`src/pwli_pkg.sv`:
```
// shared constants and codes for the piecewise linear interpolation slope unit
// no dependencies
package pwli_pkg;

  localparam int DEF_MAX_SAMPLES = 32;

  localparam int CNT_W   = 6;
  localparam int IDX_W   = 5;
  localparam int DATA_W  = 32;
  localparam int STAT_W  = 2;

  localparam logic REQ_LOAD  = 1'b0;
  localparam logic REQ_QUERY = 1'b1;

  localparam logic [STAT_W-1:0] STAT_OK  = 2'd0;
  localparam logic [STAT_W-1:0] STAT_BAD = 2'd1;
  localparam logic [STAT_W-1:0] STAT_SAT = 2'd2;

  localparam logic [CNT_W-1:0] MIN_SAMPLES = 6'd2;

  // serial unit step count: one quotient bit per cycle over the full dividend
  localparam int DIV_STEPS = 65;
  localparam int MUL_STEPS = 32;

endpackage

```
`src/piecewise_linear_interp_slope_unit.sv`:
```
// piecewise linear interpolation with slope over a loaded breakpoint table
// depends on pwli_pkg
// sequence: a load goes straight to the result strobe; a query scans the n table entries, fetches
// the segment ends and the energy entry, divides for the slope and, when interpolating, multiplies
// and divides again; a zero-width segment or a point in no segment skips the slope division
// one item at a time, busy throughout; result strobe lasts one cycle, no stall
// reset: synchronous active-low, clears control and num_samples to 2; table is not cleared
module piecewise_linear_interp_slope_unit #(
  parameter int MAX_SAMPLES = pwli_pkg::DEF_MAX_SAMPLES
) (
  input  logic                                 clk,
  input  logic                                 rst_n,
  input  logic                                 start,
  output logic                                 busy,
  input  logic                                 in_req_type,
  input  logic [pwli_pkg::IDX_W-1:0]           in_entry_index,
  input  logic signed [pwli_pkg::DATA_W-1:0]   in_r_value,
  input  logic signed [pwli_pkg::DATA_W-1:0]   in_e_value,
  output logic                                 out_valid,
  output logic signed [pwli_pkg::DATA_W-1:0]   out_energy,
  output logic signed [pwli_pkg::DATA_W-1:0]   out_slope,
  output logic [pwli_pkg::STAT_W-1:0]          out_status,
  input  logic                                 cfg_valid,
  output logic                                 cfg_ready,
  input  logic [pwli_pkg::CNT_W-1:0]           cfg_num_samples
);
  import pwli_pkg::*;

  localparam int AW = (MAX_SAMPLES > 1) ? $clog2(MAX_SAMPLES) : 1;
  localparam int NW = $clog2(MAX_SAMPLES + 1);

  typedef enum logic [2:0] {
    S_IDLE, S_SCAN, S_DECIDE, S_FETCH, S_SETUP, S_DIV, S_MUL, S_FINISH
  } state_t;

  state_t state_r;

  // breakpoint table
  logic [DATA_W-1:0] pos_mem [MAX_SAMPLES];
  logic [DATA_W-1:0] en_mem  [MAX_SAMPLES];
  logic [DATA_W-1:0] rd_pos_r, rd_en_r;
  logic [AW-1:0]     rd_addr;
  logic              wr_en;

  logic [CNT_W-1:0]  num_samples_r;
  logic [NW-1:0]     n_eff;
  logic [AW-1:0]     last_r;

  // query context
  logic signed [DATA_W-1:0] r_r, prev_r, p0_r, plast_r;
  logic [AW-1:0]     scan_addr_r, rdi_r, fidx_r, seg_r, a_r, b_r, eidx_r;
  logic              iss_done_r, rdv_r, found_r, seg_found_r;
  logic              bad_r, sat_r, nosl_r, interp_r, div_slope_r;
  logic [1:0]        fetch_r;
  logic signed [DATA_W-1:0] pa_r, pb_r, ea_r, eb_r, esel_r;
  logic signed [DATA_W-1:0] energy_r, slope_r;
  logic              q_neg_r, de_neg_r;
  logic [32:0]       m_r;
  logic [31:0]       dx_r;
  logic [32:0]       dr_u_r;

  // shared serial unit state
  logic [64:0]       quo_r;
  logic [32:0]       rem_r;
  logic [64:0]       acc_r;
  logic [6:0]        cnt_r;

  // shared adder
  logic [65:0]       alu_a, alu_b, alu_sum;
  logic              alu_cin;
  logic [33:0]       rem_sh;
  logic              div_ge;

  // setup arithmetic
  logic [32:0]       de_c, dr_c, de_abs, dr_abs;
  logic [32:0]       dx_c;

  assign busy      = (state_r != S_IDLE);
  assign cfg_ready = 1'b1;
  assign wr_en     = start && !busy && (in_req_type == REQ_LOAD) &&
                     (32'(in_entry_index) < MAX_SAMPLES);

  // count clamped to the legal range
  always_comb begin
    if (num_samples_r < MIN_SAMPLES) begin
      n_eff = NW'(2);
    end else if (32'(num_samples_r) > MAX_SAMPLES) begin
      n_eff = NW'(MAX_SAMPLES);
    end else begin
      n_eff = NW'(num_samples_r);
    end
  end

  // table read address: scan walks entries, fetch pulls a, b and the energy entry
  always_comb begin
    rd_addr = scan_addr_r;
    if (state_r == S_FETCH) begin
      case (fetch_r)
        2'd0:    rd_addr = a_r;
        2'd1:    rd_addr = b_r;
        default: rd_addr = eidx_r;
      endcase
    end
  end

  always_ff @(posedge clk) begin
    if (wr_en) begin
      pos_mem[AW'(in_entry_index)] <= in_r_value;
      en_mem[AW'(in_entry_index)]  <= in_e_value;
    end
    rd_pos_r <= pos_mem[rd_addr];
    rd_en_r  <= en_mem[rd_addr];
  end

  // one adder serves the restoring divider and the shift-add multiplier
  assign rem_sh = {rem_r, quo_r[64]};
  always_comb begin
    if (state_r == S_MUL) begin
      alu_a   = {acc_r, 1'b0};
      alu_b   = dx_r[31] ? {33'b0, m_r} : '0;
      alu_cin = 1'b0;
    end else begin
      alu_a   = {32'b0, rem_sh};
      alu_b   = ~{33'b0, dr_u_r};
      alu_cin = 1'b1;
    end
  end
  assign alu_sum = alu_a + alu_b + {65'b0, alu_cin};
  assign div_ge  = !alu_sum[65];

  // segment differences
  always_comb begin
    de_c   = {eb_r[31], eb_r} - {ea_r[31], ea_r};
    dr_c   = {pb_r[31], pb_r} - {pa_r[31], pa_r};
    dx_c   = {r_r[31], r_r} - {pa_r[31], pa_r};
    de_abs = de_c[32] ? (~de_c + 33'd1) : de_c;
    dr_abs = dr_c[32] ? (~dr_c + 33'd1) : dr_c;
  end

  always_ff @(posedge clk) begin
    if (!rst_n) begin
      state_r       <= S_IDLE;
      out_valid     <= 1'b0;
      num_samples_r <= MIN_SAMPLES;
      rdv_r         <= 1'b0;
    end else begin
      out_valid <= 1'b0;
      if (cfg_valid && cfg_ready) begin
        num_samples_r <= cfg_num_samples;
      end
      unique case (state_r)
        S_IDLE: begin
          if (start) begin
            r_r         <= in_r_value;
            energy_r    <= '0;
            slope_r     <= '0;
            bad_r       <= 1'b0;
            sat_r       <= 1'b0;
            found_r     <= 1'b0;
            seg_found_r <= 1'b0;
            scan_addr_r <= '0;
            iss_done_r  <= 1'b0;
            rdv_r       <= 1'b0;
            last_r      <= AW'(n_eff - NW'(1));
            state_r     <= (in_req_type == REQ_LOAD) ? S_FINISH : S_SCAN;
          end
        end
        S_SCAN: begin
          // issue reads in order, check each one as it returns
          if (!iss_done_r) begin
            rdv_r <= 1'b1;
            rdi_r <= scan_addr_r;
            if (scan_addr_r == last_r) begin
              iss_done_r <= 1'b1;
            end else begin
              scan_addr_r <= scan_addr_r + AW'(1);
            end
          end else begin
            rdv_r <= 1'b0;
          end
          if (rdv_r) begin
            prev_r <= rd_pos_r;
            if (rdi_r == '0) begin
              p0_r <= rd_pos_r;
            end else begin
              if (!($signed(rd_pos_r) > prev_r)) bad_r <= 1'b1;
              if (!seg_found_r && (r_r > prev_r) && (r_r < $signed(rd_pos_r))) begin
                seg_found_r <= 1'b1;
                seg_r       <= rdi_r - AW'(1);
              end
            end
            if (!found_r && (r_r == $signed(rd_pos_r))) begin
              found_r <= 1'b1;
              fidx_r  <= rdi_r;
            end
            if (rdi_r == last_r) begin
              plast_r <= rd_pos_r;
              rdv_r   <= 1'b0;
              state_r <= S_DECIDE;
            end
          end
        end
        S_DECIDE: begin
          nosl_r   <= 1'b0;
          interp_r <= 1'b0;
          fetch_r  <= 2'd0;
          state_r  <= S_FETCH;
          if (found_r) begin
            eidx_r <= fidx_r;
            if (fidx_r == '0) begin
              a_r <= '0;
              b_r <= AW'(1);
            end else if (fidx_r == last_r) begin
              a_r <= last_r - AW'(1);
              b_r <= last_r;
            end else begin
              a_r <= fidx_r - AW'(1);
              b_r <= fidx_r + AW'(1);
            end
          end else if (r_r <= p0_r) begin
            eidx_r <= '0;
            a_r    <= '0;
            b_r    <= AW'(1);
          end else if (r_r >= plast_r) begin
            eidx_r <= last_r;
            a_r    <= last_r - AW'(1);
            b_r    <= last_r;
          end else if (seg_found_r) begin
            interp_r <= 1'b1;
            eidx_r   <= seg_r;
            a_r      <= seg_r;
            b_r      <= seg_r + AW'(1);
          end else begin
            // within the ends but in no segment: last energy, flat slope
            nosl_r <= 1'b1;
            eidx_r <= last_r;
            a_r    <= last_r;
            b_r    <= last_r;
          end
        end
        S_FETCH: begin
          fetch_r <= fetch_r + 2'd1;
          case (fetch_r)
            2'd1: begin
              pa_r <= rd_pos_r;
              ea_r <= rd_en_r;
            end
            2'd2: begin
              pb_r <= rd_pos_r;
              eb_r <= rd_en_r;
            end
            2'd3: begin
              esel_r  <= rd_en_r;
              state_r <= S_SETUP;
            end
            default: ;
          endcase
        end
        S_SETUP: begin
          energy_r <= esel_r;
          de_neg_r <= de_c[32];
          q_neg_r  <= de_c[32] ^ dr_c[32];
          m_r      <= de_abs;
          dr_u_r   <= dr_abs;
          dx_r     <= dx_c[31:0];
          rem_r    <= '0;
          quo_r    <= {16'b0, de_abs, 16'b0};
          cnt_r    <= '0;
          acc_r    <= '0;
          div_slope_r <= 1'b1;
          if (nosl_r || (dr_c == '0)) begin
            slope_r <= '0;
            state_r <= interp_r ? S_MUL : S_FINISH;
          end else begin
            state_r <= S_DIV;
          end
        end
        S_DIV: begin
          rem_r <= div_ge ? alu_sum[32:0] : rem_sh[32:0];
          quo_r <= {quo_r[63:0], div_ge};
          cnt_r <= cnt_r + 7'd1;
          if (cnt_r == 7'(DIV_STEPS - 1)) begin
            cnt_r <= '0;
            if (div_slope_r) begin
              state_r <= interp_r ? S_MUL : S_FINISH;
            end else begin
              state_r <= S_FINISH;
            end
          end
        end
        S_MUL: begin
          acc_r <= alu_sum[64:0];
          dx_r  <= {dx_r[30:0], 1'b0};
          cnt_r <= cnt_r + 7'd1;
          if (cnt_r == 7'(MUL_STEPS - 1)) begin
            cnt_r       <= '0;
            div_slope_r <= 1'b0;
            rem_r       <= '0;
            quo_r       <= alu_sum[64:0];
            state_r     <= S_DIV;
          end
        end
        S_FINISH: begin
          out_valid  <= 1'b1;
          out_energy <= energy_r;
          out_slope  <= slope_r;
          out_status <= bad_r ? STAT_BAD : (sat_r ? STAT_SAT : STAT_OK);
          state_r    <= S_IDLE;
        end
        default: state_r <= S_IDLE;
      endcase

      // wrap up the quotient of the division that just ended
      if (state_r == S_DIV && cnt_r == 7'(DIV_STEPS - 1)) begin
        if (div_slope_r) begin
          if (q_neg_r) begin
            if ({quo_r[63:0], div_ge} > 65'h080000000) begin
              sat_r   <= 1'b1;
              slope_r <= 32'sh80000000;
            end else begin
              slope_r <= $signed(~{quo_r[30:0], div_ge} + 32'd1);
            end
          end else begin
            if ({quo_r[63:0], div_ge} > 65'h07FFFFFFF) begin
              sat_r   <= 1'b1;
              slope_r <= 32'sh7FFFFFFF;
            end else begin
              slope_r <= $signed({quo_r[30:0], div_ge});
            end
          end
        end else begin
          energy_r <= de_neg_r ? (ea_r - $signed({quo_r[30:0], div_ge}))
                               : (ea_r + $signed({quo_r[30:0], div_ge}));
        end
      end
    end
  end

endmodule

```
`config.mk`:
```
export PLATFORM = sky130hd
export DESIGN_NAME = piecewise_linear_interp_slope_unit
export DESIGN_NICKNAME = d
export VERILOG_FILES = /design/src/pwli_pkg.sv /design/src/piecewise_linear_interp_slope_unit.sv
export SDC_FILE = /design/constraint.sdc
export NUM_CORES = 2
export LEC_CHECK = 0
export BUFFER_PORTS_ARGS = -buffer_cell sky130_fd_sc_hd__buf_2
export CAP_MARGIN = 20
export CORE_UTILIZATION = 25
export CTS_CLUSTER_DIAMETER = 30
export DETAILED_ROUTE_END_ITERATION = 8
export PLACE_DENSITY = 0.36
export SYNTH_ARGS = -nofsm -noshare
export SYNTH_HDL_FRONTEND = slang
export SYNTH_SLANG_ARGS = --single-unit
```
`constraint.sdc`:
```
create_clock -name clk -period 23.3 [get_ports clk]
set_input_delay 4.66 -clock clk [delete_from_list [all_inputs] [get_ports clk]]
set_output_delay 4.66 -clock clk [all_outputs]
set_load 0.1 [all_outputs]
```
## Word-level counts from Yosys, hierarchy flattened

Memory sizes are Yosys's and may differ from the RTL's. A register that Yosys moved wholly into a read port is not among the register bits.
Cells that the tools add are included.

- Register bits after elaboration: 749
- RAM bits: 2,048
- Output and inout port bits: 69
- Word-level logic and storage cells: 256
- Memories kept: 2

Memory list:

| memory | words | width | read ports | clocked after memory_dff | wr ports | RTL line | text |
|---|---|---|---|---|---|---|---|
| en_mem | 32 | 32 | 1 | 1 | 1 | piecewise_linear_interp_slope_unit.sv:40 | `logic [DATA_W-1:0] en_mem [MAX_SAMPLES];` |
| pos_mem | 32 | 32 | 1 | 1 | 1 | piecewise_linear_interp_slope_unit.sv:39 | `logic [DATA_W-1:0] pos_mem [MAX_SAMPLES];` |

- Add/sub/neg operators: 19
- Magnitude comparators: 9
- Eq/ne operators: 28
- Multiplexer cells: 98
- Bitwise gates (word level): 8
- Reductions and logical operators: 47

Operator list:

| kind | count |
|---|---|
| two-way mux 32 bit | 12 |
| one-hot mux 65 bit (3 select lines) | 1 |
| one-hot mux 32 bit (2 select lines) | 3 |
| two-way mux 33 bit | 4 |
| two-way mux 66 bit | 2 |
| one-hot mux 65 bit (2 select lines) | 1 |
| two-way mux 5 bit | 21 |
| one-hot mux 33 bit (3 select lines) | 1 |
| adder 33 x 1 -> 33 bit (second input constant) | 2 |
| adder 66 x 1 -> 66 bit | 1 |
| adder 66 bit | 1 |
| inverter 33 bit | 2 |
| inverter 33 -> 66 bit | 1 |
| subtractor 32 x 32 -> 33 bit | 2 |
| greater-than comparator 65 x 31 -> 1 bit (second input constant) | 1 |
| greater-than comparator 65 x 32 -> 1 bit (second input constant) | 1 |
| two-way mux 65 bit | 1 |
| greater-than comparator 32 bit | 2 |
| subtractor 32 bit | 2 |
| zero test 33 bit | 1 |
| adder 32 x 1 -> 32 bit (second input constant) | 1 |
| adder 32 bit | 1 |
| equality test 32 bit | 1 |
| greater-or-equal comparator 32 bit | 1 |
| 44 further kinds | 143 |

## Logic depth before layout (Yosys ltp)

- Word-level depth: 11
- Mapped depth: 40

## Least setup slack after synthesis

Ideal clock, no wire load.

- Path type: in2reg
- Start: input port rst_n
- End: register quo_r[0], enable pin
- Library setup time: 0.555 ns
- Arrival: 9.158 ns
- Data required time: 22.745 ns
- Path slack: 13.587 ns
- Cell stages on the path: 3
- Buffers on the path: 1
- Cell sequence: clkbuf_1 > nand2_1 > nor2_1

- Cells in the longest elaborated chain, start to end: 1

RTL lines:

| what | RTL line | text |
|---|---|---|
| start: declaration | piecewise_linear_interp_slope_unit.sv:12 | `input logic rst_n,` |
| AND reduction 3 bit (no source line) | -- |  |
| end signal: assignment | piecewise_linear_interp_slope_unit.sv:267 | `quo_r <= {16'b0, de_abs, 16'b0};` |
| end signal: assignment | piecewise_linear_interp_slope_unit.sv:280 | `quo_r <= {quo_r[63:0], div_ge};` |
| end signal: assignment | piecewise_linear_interp_slope_unit.sv:299 | `quo_r <= alu_sum[64:0];` |
| end: declaration | piecewise_linear_interp_slope_unit.sv:63 | `logic [64:0] quo_r;` |

Every way passes these cells.
A chain may end at the register's enable or synchronous reset.

## Final worst setup path

- Start: register state_r[2]
- End: register energy_r[29] (data pin)

- Cells in the longest elaborated chain, start to end: 9

RTL lines:

| what | RTL line | text |
|---|---|---|
| start: declaration | piecewise_linear_interp_slope_unit.sv:36 | `state_t state_r;` |
| start signal: assignment | piecewise_linear_interp_slope_unit.sv:165 | `state_r <= (in_req_type == REQ_LOAD) ? S_FINISH : S_SCAN;` |
| start signal: assignment | piecewise_linear_interp_slope_unit.sv:273 | `state_r <= interp_r ? S_MUL : S_FINISH;` |
| start signal: assignment | piecewise_linear_interp_slope_unit.sv:285 | `state_r <= interp_r ? S_MUL : S_FINISH;` |
| equality test 3 bit | piecewise_linear_interp_slope_unit.sv:118 | `if (state_r == S_MUL) begin` |
| two-way mux 66 bit | piecewise_linear_interp_slope_unit.sv:118 |  |
| adder 66 bit | piecewise_linear_interp_slope_unit.sv:128 | `assign alu_sum = alu_a + alu_b + {65'b0, alu_cin};` |
| adder 66 x 1 -> 66 bit | piecewise_linear_interp_slope_unit.sv:128 |  |
| zero test 1 bit | piecewise_linear_interp_slope_unit.sv:129 | `assign div_ge = !alu_sum[65];` |
| adder 32 bit or subtractor 32 bit (tied branches) | piecewise_linear_interp_slope_unit.sv:333, piecewise_linear_interp_slope_unit.sv:332 |  |
| two-way mux 32 bit | piecewise_linear_interp_slope_unit.sv:332 | `energy_r <= de_neg_r ? (ea_r - $signed({quo_r[30:0], div_ge}))` |
| two-way mux 32 bit | piecewise_linear_interp_slope_unit.sv:315 | `if (div_slope_r) begin` |
| two-way mux 32 bit * | piecewise_linear_interp_slope_unit.sv:314 | `if (state_r == S_DIV && cnt_r == 7'(DIV_STEPS - 1)) begin` |
| end signal: assignment | piecewise_linear_interp_slope_unit.sv:260 | `energy_r <= esel_r;` |
| end signal: assignment | piecewise_linear_interp_slope_unit.sv:332 |  |
| end: declaration | piecewise_linear_interp_slope_unit.sv:56 | `logic signed [DATA_W-1:0] energy_r, slope_r;` |

Mark *: on every way between the ends. The rest lies on a longest branch, timed or not.

==> key figures <==
Run status
  – Outcome: finished, final reports clean

Final layout
  – # nets final: 8,774
  – Cell Count, Final, Fillers Out: around 15,000
  – Area taken by multi-input logic gates: 36,500 um^2
  – Fraction of final layout cells with drive strength greater than 1: around a quarter
  – Area used by sequential logic in the layout: 85,200 um^2
  – Synthesis-to-finish area growth: 29.0%
  – Number of filler instances in the final layout: 47,700

Logic synthesis
  – Count leader, synth: sky130_fd_sc_hd__edfxtp_1
  – Mean instance size in the synthesized netlist: 16.2 um^2
  – Gate Count Post-Synth: 7,625
  – Most frequent cells after synthesis: 2,786 x sky130_fd_sc_hd__edfxtp_1, 512 x sky130_fd_sc_hd__mux4_2, 467 x sky130_fd_sc_hd__a21oi_1
  – Synthesis Warnings: 0
  – Main flop type after synthesis: sky130_fd_sc_hd__edfxtp_1
  – Synth unique cells: 90
  – Fraction of registers with async set/reset: 0%
  – Flip-flop and latch count after synthesis: roughly 2,900
  – Number of flops mapped to enable cells by yosys: 2,786
  – Sequential area share after synthesis: 68.9%
  – Proportion of netlist area held by the largest area contributor: 67.6%
  – Leading post-synthesis cells by cell area: sky130_fd_sc_hd__edfxtp_1 68%, sky130_fd_sc_hd__mux4_2 9.3%, sky130_fd_sc_hd__ha_1 3.4%
  – Post-Syn Area: 124,000 um^2
  – Synth area leader: sky130_fd_sc_hd__edfxtp_1
  – Syn_nets: 8,046

Placement
  – HPWL after DPL: 250 mm
  – Port buffer count: 147
  – Routability congestion estimate from global placement: approximately 0.80
  – Number of placed cells counting well taps: 14,100

Die
  – Area enclosed by the die boundary: 498,000 um^2
  – Site row count: 257
  – Floorplan core area: 491,000 um^2
  – Starting density of the core: 25.2%
  – Die boundary height: between 700 and 800 um
  – Chip width: 705 um
  – Number of top-level pins: between 100 and 150

Route
  – Via density: around 4.7
  – Antenna violation net count after detailed routing: 0
  – DR WL/cell: 25.8 um
  – Total DRC errors in the routed layout: 0
  – Detailed Route Iter0 Violations: about 5,000
  – Final routed wirelength across all metal layers: 401 mm
  – First-pass detailed-route iteration total: 5
  – DR vias: 72,400

Timing
  – Minimum hold slack: 0.455 ns
  – Total setup violations reported at the end of the flow: 0
  – Final hold violation count: 0
  – Final max-slew violation count: 0
  – Summed negative setup slack over all endpoints: 0 ns
  – Clock Skew: 0.0977 ns
  – Highest clock rate: 101 MHz
  – Ratio of final minimum period to clock period: 42.4%
  – Min Tclk post-route: around 10 ns
  – Worst slew margin relative to its limit: 16.8%
  – Setup repair after global routing missed its margin: false
  – Transition time of the tightest slew-check pin: 1.24 ns

Hold path
  – Class of the most critical hold timing path: reg2reg

Setup path
  – Worst setup SP type: flop
  – Most common cell on crit path: sky130_fd_sc_hd__a21oi_1
  – Critical-path top delay cell: sky130_fd_sc_hd__inv_6
  – Arrival time of the worst setup path: between 10 and 15 ns
  – Crit path capture type: flop
  – Worst path bufs/invs: 5
  – CP peak stage delay: around 0.75 ns
  – Top Family by Delay on Critical Path: compound AO/OA/AOI/OAI gates
  – Worst Setup Path Type: reg2reg
  – CP max FO: 130
  – Required time of the critical path: approximately 24 ns

Clocking
  – Clock insertion delay at the later pin of the skew report: 1.08 ns
  – Reg clk slew, reported paths: 0.04 ns
  – Root buffer cell: sky130_fd_sc_hd__clkbuf_16
  – TritonCTS clock tree: yes
  – Cts-stage hold buffer count: 0
  – Num Clock Sinks: 2,861
  – CTS Buf Count: 756
  – Number of gates given a new drive strength after cts: 0
  – Post-CTS setup buffer count: 0
  – H-tree level count: 6
  – Max clock buf depth: 4

Power
  – Power density normalized to cell area: 128 nW/um^2
  – Leakage power of the design: 55.2 nW
  – Worst supply voltage drop on vdd: 0.123 mV

Global routing
  – Global-route wire length before repair: 570 mm
  – Final global-route overflow total: 0
  – Maximum number of pins on one net before global-route repair: ~130
  – Number of antenna violations at the first check in global routing: 49
  – Number of global-route vias before repair: 76,700
  – GRT Total Usage: 15.7%

Flow run
  – Number of maximum-capacitance violations: 0
-- through the flow --
step	setup WS (ns)	utilization, %	instance area [um^2]	total power [W]
after detailed placement	13.50	27.1	133000	0.00991
after floorplan	13.59	-	124000	0.00845
after CTS	13.39	32.5	159000	0.0206
final	13.41	32.5	159000	0.0203
after global routing	12.39	32.5	159000	0.0211
after global placement	13.56	27.1	133000	0.00991
-- flip-flops by register name (all words and copies together) (netlist names), 33 cells and up --
signal and count:
en_mem 1024, pos_mem 1024, acc_r 65, quo_r 65, dr_u_r 33, m_r 33
rem_r 33
-- layout by cell type (no fill, tap or decap), drive strengths merged, types with 16 or more instances in the layout --
| master | count |
|---|---|
| a22oi | 19 |
| nor2 | 417 |
| o31ai | 33 |
| edfxtp | 2786 |
| xor2 | 99 |
| and2 | 45 |
| o211ai | 89 |
| or3 | 35 |
| a21boi | 16 |
| a221oi | 32 |
| dfxtp | 75 |
| a221o | 30 |
| mux2 | 130 |
| nand3 | 107 |
| o21a | 53 |
| or2 | 18 |
| nor4 | 32 |
| bufinv | 117 |
| clkbuf | 870 |
| clkinvlp | 71 |
| nor3 | 86 |
| nand2 | 417 |
| nand4 | 59 |
| inv | 315 |
| a31oi | 53 |
| nand2b | 47 |
| mux4 | 512 |
| o21ai | 247 |
| a211oi | 33 |
| ha | 336 |
| mux2i | 148 |
| and3 | 29 |
| buf | 315 |
| xnor2 | 188 |
| a21oi | 467 |
| nor2b | 50 |
| clkinv | 327 |
| a21o | 131 |
-- area by class of cell --
| class | instances | share of cell area, % |
|---|---|---|
| clock buffers | 870 | 12.3 |
| flip-flops and latches | 2861 | 53.4 |
| inverters | 287 | 0.680 |
| repair buffers | 315 | 1.34 |
| well taps | 6475 | 5.08 |
| diodes | 15 | 0.0235 |
| multi-input cells | 4132 | 22.9 |
| clock inverters | 543 | 4.27 |
-- per-layer routing --
metal | up-vias | share of wire (%) | track usage [%]
met5 | - | 0.021 | 0
met2 | 1798 | 47 | 25.6
met4 | 14 | 2.3 | 4.07
li1 | 31900 | - | -
met3 | 595 | 4.6 | 2.66
met1 | 38000 | 46 | 21.7
-- worst reg2reg max path: cells and delay by family (launching register included) --
family                   cells  cell delay [ns]
AO/OA/AOI/OAI               13             3.18
XOR/XNOR                     2             0.34
adder cells (fa/ha/maj)      3             0.82
buffers and inverters        5             1.94
flip-flops                   1             0.52
multiplexers                 1             0.10
AND/OR/NAND/NOR             11             2.69
-- logic make-up after synthesis --
group	Yosys count	share of synthesized area [%]
adders and majority gates	341	3.48
other	1	0.00303
xor gates and xnor gates	287	2.03
AOI/OAI and AO/OA	1318	6.72
DFF	2861	68.9
and+or+nand+nor	1395	5.29
buffers and inverters	632	1.92
muxes	790	11.7
-- worst paths after layout --
check	start	to	slack (ns)	cells past startpoint
min	slope_r[31]	out_slope[31]	0.46	0
max reg2reg	state_r[2]	energy_r[29]	13.41	35
max	state_r[2]	energy_r[29]	13.41	35
min reg2reg	slope_r[31]	out_slope[31]	0.46	0
-- report_power, final --
part,switching [W],leakage [nW],internal (W),total [W]
clock,0.00329,12.7,0.00731,0.0106
sequential,0.000324,25.8,0.00600,0.00632
combinational,0.00204,16.6,0.00137,0.00341
total,0.00566,55.2,0.0147,0.0203
Note: power is estimated with default switching activity, not from simulation.
